## src/rtl/core/ale_pkg.sv

```systemverilog
// Shared types and codes for the array list engine.
// No dependencies; imported by the memory, the sequencer, the top level and the checker.
`default_nettype none

package ale_pkg;

	// One stored list word
	typedef logic signed [31:0] word_t;

	// Command codes
	localparam logic [3:0] CMD_INS_HEAD = 4'd0;
	localparam logic [3:0] CMD_INS_TAIL = 4'd1;
	localparam logic [3:0] CMD_INS_POS  = 4'd2;
	localparam logic [3:0] CMD_DEL_HEAD = 4'd3;
	localparam logic [3:0] CMD_DEL_TAIL = 4'd4;
	localparam logic [3:0] CMD_DEL_POS  = 4'd5;
	localparam logic [3:0] CMD_DEL_VAL  = 4'd6;
	localparam logic [3:0] CMD_DEDUPE   = 4'd7;
	localparam logic [3:0] CMD_CLEAR    = 4'd8;

	// Status codes
	localparam logic [2:0] ST_OK       = 3'd0;
	localparam logic [2:0] ST_FULL     = 3'd1;
	localparam logic [2:0] ST_EMPTY    = 3'd2;
	localparam logic [2:0] ST_BADPOS   = 3'd3;
	localparam logic [2:0] ST_NOTFOUND = 3'd4;

endpackage

`default_nettype wire

```

## src/rtl/core/array_list_engine.sv

```systemverilog
// Array list engine: ordered list of signed words with insert, delete, dedupe, clear.
// Errors, clear and unused codes go straight to the result beat; insert shifts later words up,
// deletes compact the list, dedupe compares each word with the words after it; the store is
// walked a word a cycle through its read port and its write port.
// One command at a time: busy is high from accept until the done beat; the receiver cannot stall.
// Reset clears the entry count and control; store contents are not cleared.
`default_nettype none

module array_list_engine
	import ale_pkg::*;
#(
	parameter int LIST_DEPTH = 16
) (
	input  wire logic       clk,
	input  wire logic       arst_n,
	input  wire logic       start,
	input  wire logic [3:0] cmd,
	input  wire logic [4:0] position,
	input  wire word_t      value,
	output logic            busy,
	output logic            done,
	output logic [2:0]      status,
	output word_t           removed_word,
	output logic [4:0]      entry_count,
	output logic            is_empty,
	output logic            is_full
);

	localparam int AW = (LIST_DEPTH > 1) ? $clog2(LIST_DEPTH) : 1;

	logic          mem_we;
	logic [AW-1:0] mem_waddr;
	word_t         mem_wdata;
	logic [AW-1:0] mem_raddr;
	word_t         mem_rdata;

	// Sequencer with the shared compare
	ale_ctrl #(
		.LIST_DEPTH (LIST_DEPTH),
		.AW         (AW)
	) u_ctrl (
		.clk          (clk),
		.arst_n       (arst_n),
		.start        (start),
		.cmd          (cmd),
		.position     (position),
		.value        (value),
		.busy         (busy),
		.done         (done),
		.status       (status),
		.removed_word (removed_word),
		.entry_count  (entry_count),
		.is_empty     (is_empty),
		.is_full      (is_full),
		.mem_we       (mem_we),
		.mem_waddr    (mem_waddr),
		.mem_wdata    (mem_wdata),
		.mem_raddr    (mem_raddr),
		.mem_rdata    (mem_rdata)
	);

	// List word store
	ale_mem #(
		.DEPTH (LIST_DEPTH),
		.AW    (AW)
	) u_mem (
		.clk   (clk),
		.we    (mem_we),
		.waddr (mem_waddr),
		.wdata (mem_wdata),
		.raddr (mem_raddr),
		.rdata (mem_rdata)
	);

endmodule

`default_nettype wire

```

## src/rtl/core/ale_mem.sv

```systemverilog
// Word store of the list: one write port, one read port with registered data.
// Depends on ale_pkg for the word type.
`default_nettype none

module ale_mem
	import ale_pkg::*;
#(
	parameter int DEPTH = 16,
	parameter int AW    = 4
) (
	input  wire logic          clk,
	input  wire logic          we,
	input  wire logic [AW-1:0] waddr,
	input  wire word_t         wdata,
	input  wire logic [AW-1:0] raddr,
	output word_t              rdata
);

	word_t mem_q [DEPTH];

	// Write one word
	always_ff @(posedge clk) begin
		if (we) begin
			mem_q[waddr] <= wdata;
		end
	end

	// Read one word; the read data is registered
	always_ff @(posedge clk) begin
		rdata <= mem_q[raddr];
	end

endmodule

`default_nettype wire

```

## src/rtl/core/ale_ctrl.sv

```systemverilog
// Command sequencer of the array list engine: decodes a command, walks the
// store one word a cycle through a shared equality compare. Uses ale_pkg.
`default_nettype none

module ale_ctrl
	import ale_pkg::*;
#(
	parameter int LIST_DEPTH = 16,
	parameter int AW         = 4
) (
	input  wire logic          clk,
	input  wire logic          arst_n,
	input  wire logic          start,
	input  wire logic [3:0]    cmd,
	input  wire logic [4:0]    position,
	input  wire word_t         value,
	output logic               busy,
	output logic               done,
	output logic [2:0]         status,
	output word_t              removed_word,
	output logic [4:0]         entry_count,
	output logic               is_empty,
	output logic               is_full,
	output logic               mem_we,
	output logic [AW-1:0]      mem_waddr,
	output word_t              mem_wdata,
	output logic [AW-1:0]      mem_raddr,
	input  wire word_t         mem_rdata
);

	localparam int CW   = $clog2(LIST_DEPTH + 1);
	localparam int CMPW = (CW > 5) ? CW : 5;
	localparam logic [CW-1:0] DEPTH_C = CW'(LIST_DEPTH);
	localparam logic [CW-1:0] ONE_C   = CW'(1);

	// Sequencer states
	localparam logic [2:0] S_IDLE  = 3'd0;
	localparam logic [2:0] S_SHUP  = 3'd1;
	localparam logic [2:0] S_COMP  = 3'd2;
	localparam logic [2:0] S_DRI   = 3'd3;
	localparam logic [2:0] S_DGET  = 3'd4;
	localparam logic [2:0] S_DSCAN = 3'd5;
	localparam logic [2:0] S_FIN   = 3'd6;

	logic [2:0]    state_q;
	logic [CW-1:0] count_q;
	logic [CW-1:0] idx_q;
	logic [CW-1:0] p_q;
	logic [CW-1:0] n_q;
	logic [CW-1:0] j_q;
	logic          v_s1;
	logic [CW-1:0] i_s1;
	logic          delpos_q;
	word_t         val_q;
	word_t         cur_q;
	logic [2:0]    status_q;
	word_t         removed_q;
	logic [4:0]    ecount_q;
	logic          empty_q;
	logic          full_q;
	logic          done_q;

	logic [CMPW-1:0] pos_ext;
	logic [CMPW-1:0] cnt_ext;
	logic [CW-1:0]   pos_idx;
	logic            pos_bad;
	logic            is_full_now;
	logic [CW-1:0]   p_inc;
	logic [CW-1:0]   p_dec;
	logic [CW-1:0]   j_inc;
	logic            p_above;
	logic            p_below;
	word_t           cmp_opnd;
	logic            cmp_eq;
	logic            keep;
	logic [2:0]      acc_state;
	logic [2:0]      acc_status;

	// Position check against the current entry count
	assign pos_ext     = CMPW'(position);
	assign cnt_ext     = CMPW'(count_q);
	assign pos_bad     = (pos_ext == '0) || (pos_ext > cnt_ext);
	assign pos_idx     = CW'(pos_ext - CMPW'(1));
	assign is_full_now = (count_q == DEPTH_C);

	assign p_inc   = p_q + ONE_C;
	assign p_dec   = p_q - ONE_C;
	assign j_inc   = j_q + ONE_C;
	assign p_above = (p_q > idx_q);
	assign p_below = (p_q < count_q);

	// Shared equality compare: read word against the held value or the current word
	assign cmp_opnd = (state_q == S_DSCAN) ? cur_q : val_q;
	assign cmp_eq   = (mem_rdata == cmp_opnd);
	assign keep     = delpos_q ? (i_s1 != idx_q) : !cmp_eq;

	// Decode the command into its first state and its status
	always_comb begin
		acc_state  = S_FIN;
		acc_status = ST_OK;
		unique case (cmd)
			CMD_INS_HEAD, CMD_INS_TAIL, CMD_INS_POS: begin
				if (is_full_now) begin
					acc_status = ST_FULL;
				end else if (cmd == CMD_INS_POS && pos_bad) begin
					acc_status = ST_BADPOS;
				end else begin
					acc_state = S_SHUP;
				end
			end
			CMD_DEL_HEAD, CMD_DEL_TAIL, CMD_DEL_POS: begin
				if (count_q == '0) begin
					acc_status = ST_EMPTY;
				end else if (cmd == CMD_DEL_POS && pos_bad) begin
					acc_status = ST_BADPOS;
				end else begin
					acc_state = S_COMP;
				end
			end
			CMD_DEL_VAL: begin
				acc_state = S_COMP;
			end
			CMD_DEDUPE: begin
				acc_state = S_DRI;
			end
			CMD_CLEAR: begin
				if (count_q == '0) begin
					acc_status = ST_EMPTY;
				end
			end
			default: begin
			end
		endcase
	end

	// Drive the store ports from the sequencer state
	always_comb begin
		mem_we    = 1'b0;
		mem_waddr = '0;
		mem_wdata = '0;
		mem_raddr = '0;
		unique case (state_q)
			S_SHUP: begin
				if (p_above) begin
					mem_raddr = p_dec[AW-1:0];
				end
				if (v_s1) begin
					mem_we    = 1'b1;
					mem_waddr = i_s1[AW-1:0];
					mem_wdata = mem_rdata;
				end else if (!p_above) begin
					mem_we    = 1'b1;
					mem_waddr = idx_q[AW-1:0];
					mem_wdata = val_q;
				end
			end
			S_COMP: begin
				if (p_below) begin
					mem_raddr = p_q[AW-1:0];
				end
				if (v_s1 && keep) begin
					mem_we    = 1'b1;
					mem_waddr = n_q[AW-1:0];
					mem_wdata = mem_rdata;
				end
			end
			S_DRI: begin
				mem_raddr = p_q[AW-1:0];
			end
			S_DGET: begin
				if (p_inc < count_q) begin
					mem_raddr = p_inc[AW-1:0];
				end else begin
					mem_we    = 1'b1;
					mem_waddr = n_q[AW-1:0];
					mem_wdata = mem_rdata;
				end
			end
			S_DSCAN: begin
				if (!cmp_eq) begin
					if (j_inc < count_q) begin
						mem_raddr = j_inc[AW-1:0];
					end else begin
						mem_we    = 1'b1;
						mem_waddr = n_q[AW-1:0];
						mem_wdata = cur_q;
					end
				end
			end
			default: begin
			end
		endcase
	end

	// Sequencer
	always_ff @(posedge clk or negedge arst_n) begin
		if (!arst_n) begin
			state_q   <= S_IDLE;
			count_q   <= '0;
			idx_q     <= '0;
			p_q       <= '0;
			n_q       <= '0;
			j_q       <= '0;
			v_s1      <= 1'b0;
			i_s1      <= '0;
			delpos_q  <= 1'b0;
			val_q     <= '0;
			cur_q     <= '0;
			status_q  <= ST_OK;
			removed_q <= '0;
			ecount_q  <= '0;
			empty_q   <= 1'b1;
			full_q    <= 1'b0;
			done_q    <= 1'b0;
		end else begin
			done_q <= (state_q == S_FIN);
			unique case (state_q)
				S_IDLE: begin
					if (start) begin
						val_q     <= value;
						removed_q <= '0;
						status_q  <= acc_status;
						v_s1      <= 1'b0;
						state_q   <= acc_state;
						unique case (cmd)
							CMD_INS_HEAD, CMD_INS_TAIL, CMD_INS_POS: begin
								if (acc_state == S_SHUP) begin
									p_q <= count_q;
									if (cmd == CMD_INS_HEAD) begin
										idx_q <= '0;
									end else if (cmd == CMD_INS_TAIL) begin
										idx_q <= count_q;
									end else begin
										idx_q <= pos_idx;
									end
								end
							end
							CMD_DEL_HEAD, CMD_DEL_TAIL, CMD_DEL_POS: begin
								if (acc_state == S_COMP) begin
									delpos_q <= 1'b1;
									if (cmd == CMD_DEL_HEAD) begin
										idx_q <= '0;
										p_q   <= '0;
										n_q   <= '0;
									end else if (cmd == CMD_DEL_TAIL) begin
										idx_q <= count_q - ONE_C;
										p_q   <= count_q - ONE_C;
										n_q   <= count_q - ONE_C;
									end else begin
										idx_q <= pos_idx;
										p_q   <= pos_idx;
										n_q   <= pos_idx;
									end
								end
							end
							CMD_DEL_VAL: begin
								delpos_q <= 1'b0;
								idx_q    <= '0;
								p_q      <= '0;
								n_q      <= '0;
							end
							CMD_DEDUPE: begin
								p_q <= '0;
								n_q <= '0;
							end
							CMD_CLEAR: begin
								if (acc_status == ST_OK) begin
									count_q <= '0;
								end
							end
							default: begin
							end
						endcase
					end
				end
				// Shift entries up one slot from the tail down, then drop in the word
				S_SHUP: begin
					if (p_above) begin
						v_s1 <= 1'b1;
						i_s1 <= p_q;
						p_q  <= p_dec;
					end else begin
						v_s1 <= 1'b0;
						if (!v_s1) begin
							count_q <= count_q + ONE_C;
							state_q <= S_FIN;
						end
					end
				end
				// Compact: read in order, write back kept words, drop the rest
				S_COMP: begin
					if (p_below) begin
						v_s1 <= 1'b1;
						i_s1 <= p_q;
						p_q  <= p_inc;
					end else begin
						v_s1 <= 1'b0;
					end
					if (v_s1) begin
						if (keep) begin
							n_q <= n_q + ONE_C;
						end else if (delpos_q) begin
							removed_q <= mem_rdata;
						end
					end
					if (!p_below && !v_s1) begin
						count_q <= n_q;
						if (!delpos_q && n_q == count_q) begin
							status_q <= ST_NOTFOUND;
						end
						state_q <= S_FIN;
					end
				end
				// Dedupe: fetch the next candidate word, or finish when none is left
				S_DRI: begin
					if (p_below) begin
						state_q <= S_DGET;
					end else begin
						count_q <= n_q;
						state_q <= S_FIN;
					end
				end
				// Hold the candidate; keep it at once if nothing follows
				S_DGET: begin
					cur_q <= mem_rdata;
					if (p_inc < count_q) begin
						j_q     <= p_inc;
						state_q <= S_DSCAN;
					end else begin
						n_q     <= n_q + ONE_C;
						p_q     <= p_inc;
						state_q <= S_DRI;
					end
				end
				// Scan later words; a match drops the candidate
				S_DSCAN: begin
					if (cmp_eq) begin
						p_q     <= p_inc;
						state_q <= S_DRI;
					end else if (j_inc < count_q) begin
						j_q <= j_inc;
					end else begin
						n_q     <= n_q + ONE_C;
						p_q     <= p_inc;
						state_q <= S_DRI;
					end
				end
				// Load the result beat
				S_FIN: begin
					ecount_q <= cnt_ext[4:0];
					empty_q  <= (count_q == '0);
					full_q   <= is_full_now;
					state_q  <= S_IDLE;
				end
				default: begin
					state_q <= S_IDLE;
				end
			endcase
		end
	end

	assign busy         = (state_q != S_IDLE);
	assign done         = done_q;
	assign status       = status_q;
	assign removed_word = removed_q;
	assign entry_count  = ecount_q;
	assign is_empty     = empty_q;
	assign is_full      = full_q;

endmodule

`default_nettype wire

```

## config.mk

```make
export PLATFORM = sky130hd
export DESIGN_NAME = array_list_engine
export DESIGN_NICKNAME = d
export VERILOG_FILES = /design/src/rtl/core/ale_pkg.sv /design/src/rtl/core/array_list_engine.sv /design/src/rtl/core/ale_mem.sv /design/src/rtl/core/ale_ctrl.sv
export SDC_FILE = /design/constraint.sdc
export NUM_CORES = 1
export LEC_CHECK = 0
export BUFFER_PORTS_ARGS = -buffer_cell sky130_fd_sc_hd__buf_2
export CAP_MARGIN = 40
export CELL_PAD_IN_SITES_DETAIL_PLACEMENT = 1
export CELL_PAD_IN_SITES_GLOBAL_PLACEMENT = 2
export CORE_MARGIN = 5
export CORE_UTILIZATION = 35
export DETAILED_ROUTE_END_ITERATION = 10
export HOLD_SLACK_MARGIN = 0.1
export PLACE_DENSITY_LB_ADDON = 0.1
export SYNTH_ARGS = -nofsm -noshare
export SYNTH_HDL_FRONTEND = slang
export SYNTH_SLANG_ARGS = --single-unit
export TNS_END_PERCENT = 10
```

## constraint.sdc

```tcl
create_clock -name clk -period 7.65 [get_ports clk]
set_input_delay 0.765 -clock clk [delete_from_list [all_inputs] [get_ports clk]]
set_output_delay 0.765 -clock clk [all_outputs]
set_load 0.02 [all_outputs]
```

==> flow_summary.json <==
{
  "status": "complete, no violations",
  "cts.clk_slew.worst_paths_ns": 0.07,
  "stdcell_count": 3908,
  "synth_most_common_cell": "nor2_1",
  "rsz0062_at_grt": "false",
  "gr-usage-all-layers_pct": 22.4,
  "die_w_um": 302,
  "internal_power_mw": 10.3,
  "antenna_cells": 0,
  "crit_arrival_ns": 5.94,
  "place_congestion": 0.868,
  "hold_ws_ns": 0.138,
  "hold_viol": 0,
  "vias_per_cell": 5.44,
  "synth_top_area_cell": "edfxtp_1",
  "fillerInstances": 9124,
  "synth_top_cell_area_share_pct": 51.6,
  "synthTopCellsByArea": "edfxtp_1 52%, dfrtp_1 12%, nor2_1 6.8%",
  "cp-end-kind": "register",
  "powerDensity_mw_per_mm2": 542,
  "r2r-end": "u_mem.mem_q[5][14]",
  "slew_violations": 0,
  "finalCritPeriodShare_pct": 74.3,
  "worstRegToRegCells": 11,
  "fin_skew_ns": 0.0297,
  "relSlewSlack_pct": 37.3,
  "clockRootBuffer": "clkbuf_16",
  "yosysUniqueCellTypes": 74,
  "synth-async-reset-ratio_pct": 20.7,
  "hp-class": "in2async",
  "drc": 0,
  "cts_tree": "built",
  "dp_hpwl_um": 67700,
  "clock_latency_ns": 0.64,
  "fin_nets": 2773,
  "synth_edf_count": 512,
  "combPwrFrac_pct": 44.6,
  "ff2ff_setup_slack_ns": 1.96,
  "fp.coreArea_mm2": 0.0849,
  "antenna_found_initial": 16,
  "swShare_pct": 44.7,
  "wl_um": 104000,
  "cts_made_buffers": 80,
  "setup_violations": 0,
  "drt-wirelength-per-cell_um": 26.6,
  "initialDrtViolationCount": 1823,
  "max-vdd-ir-drop_uv": 350,
  "cp-start-kind": "register",
  "p_total_mw": 18.7,
  "top_level_ports": 88,
  "ys_top_cells_by_count": "542 x nor2_1, 512 x edfxtp_1, 398 x nand2_1, 141 x dfrtp_1, 110 x clkbuf_1",
  "htree_levels": 3,
  "yosys_most_used_dff": "edfxtp_1",
  "first_pass_iters": 8,
  "tightest_slew_ns": 0.941,
  "maxCapViolCount": 0,
  "fin_tns_setup_ns": 0,
  "drive_gt1_share_pct": 13.4,
  "min_period_ns": 5.69,
  "switchingPower_mw": 8.36,
  "cts_setup_buffers": 0,
  "cts_resized": 0,
  "leakage_nw": 13.0,
  "syn_area_mm2": 0.0298,
  "power.share.sequential_pct": 35.1,
  "p_clk_share_pct": 20.3,
  "gr-total-overflow": 0,
  "path_class": "reg2reg",
  "required_ns": 7.91,
  "rows": 107,
  "netlist_instances": 2624,
  "area_delta_synth_final_pct": 15.7,
  "dp_cells": 3760,
  "synth-seq-cells": 686,
  "die_area_mm2": 0.0911,
  "syn-num-nets": 2699,
  "ant_nets": 0,
  "grt_pass1_vias": 21700,
  "r2r_start": "u_ctrl.state_q[0]",
  "cts.sinks": 686,
  "ys_warn_count": 0,
  "cts_buffer_depth": 3,
  "initial_core_util_pct": 35.1,
  "cp_max_fo": 23,
  "dr_total_vias": 21200,
  "synth.yosys.seq_area_share_pct": 65.6,
  "avgSynthCellArea_um2": 11.4,
  "max_freq_mhz": 176,
  "die-height_um": 302,
  "grt_max_degree": 113,
  "grt_pass1_wl_um": 152000,
  "port-buffer-count": 87,
  "cts_hold_buf": 0
}
per-stage QoR:
step	util, %	cell area [um2]	setup slack, ns
6_report	40.7	34500	1.96
5_1_grt	40.7	34500	1.61
4_1_cts	40.7	34500	2.02
3_5_place_dp	37.6	31900	2.05
3_3_place_gp	37.2	31600	2.13
2_1_floorplan	-	29800	1.11
sequential cells by signal (all words and copies together) (netlist names):
register             cells
u_mem.mem_q            512
u_ctrl.cur_q            32
u_ctrl.removed_word     32
u_ctrl.val_q            32
u_mem.rdata             32
u_ctrl.cnt_ext           5
u_ctrl.entry_count       5
u_ctrl.i_s1              5
u_ctrl.idx_q             5
u_ctrl.j_q               5
u_ctrl.n_q               5
u_ctrl.p_q               5
u_ctrl.state_q           3
u_ctrl.status            3
u_ctrl.delpos_q          1
u_ctrl.done              1
u_ctrl.is_empty          1
u_ctrl.is_full           1
u_ctrl.v_s1              1
per-layer routing:
layer  GRT usage [%]  vias to the layer above  share of wire, %
met4            6.30                        2               2.5
met5               0                        -             0.013
li1                -                     9573                 -
met1            32.4                    10900                46
met2            34.4                      598                44
met3            4.74                      165               7.0
cell families (layout without fill, tap and decap cells):
group	count (synthesis)	count (layout)	synth area share, %
AOI/OAI and AO/OA	440	440	10.8
xor gates and xnor gates	61	61	1.79
DFF	686	686	65.6
muxes	50	50	1.83
adders and majority gates	31	31	1.30
and+or+nand+nor	1129	1129	15.5
buffers and inverters	227	367	3.14
area by class of cell:
type | instances | area, um2 | share of cell area [%]
timing repair buffer | 145 | 1110 | 3.22
clock buffer | 120 | 2350 | 6.80
clock inverter | 28 | 267 | 0.772
tap | 1144 | 1430 | 4.15
sequential | 686 | 19600 | 56.7
inverter | 74 | 278 | 0.805
multi-input combinational | 1711 | 9500 | 27.5
critical path, cell delays in order (launching register included):
cell and delay, ns:
dfrtp_1 0.89, nand3b_1 0.76, nor4_1 0.53, nand3_1 0.13, o21ai_0 0.23, nand4_2 0.33, nor2_1 0.28, o211ai_1 0.33
a21oi_1 0.36, nand2b_1 0.27, nor2_4 0.60, buf_4 0.52
placed cells by master, fill, tap and decap left out, drive strengths merged, types with 35 or more instances in the layout:
cell type	instances
mux2	37
nand2	398
clkbuf	120
a222oi	35
a21oi	39
o221ai	69
dfrtp	141
o31ai	36
nand3	86
buf	145
o22ai	49
xor2	35
o21ai	92
edfxtp	512
inv	76
nor2	542
power groups by stage:
stage / sequential [mW] / combinational [mW] / clock [mW]
after floorplan: 6.09 / 5.34 / 0
after global placement: 6.58 / 8.14 / 0
after detailed placement: 6.59 / 8.42 / 0
after CTS: 6.53 / 8.45 / 3.90
after global routing: 6.63 / 9.14 / 4.07
final: 6.56 / 8.34 / 3.80
worst max-delay path by stage:
stage	cells past startpoint	end	start	slack (ns)
floorplan	13	u_mem.mem_q[4][0]	u_ctrl.p_q[0]	1.11
global placement	11	u_mem.rdata[30]	u_ctrl.state_q[0]	2.13
detailed placement	11	u_mem.mem_q[5][16]	u_ctrl.state_q[0]	2.05
CTS	11	u_mem.mem_q[5][14]	u_ctrl.state_q[0]	2.02
global route	11	u_mem.mem_q[5][14]	u_ctrl.state_q[0]	1.61
finish	11	u_mem.mem_q[5][14]	u_ctrl.state_q[0]	1.96
(Power assumes the default switching activity.)
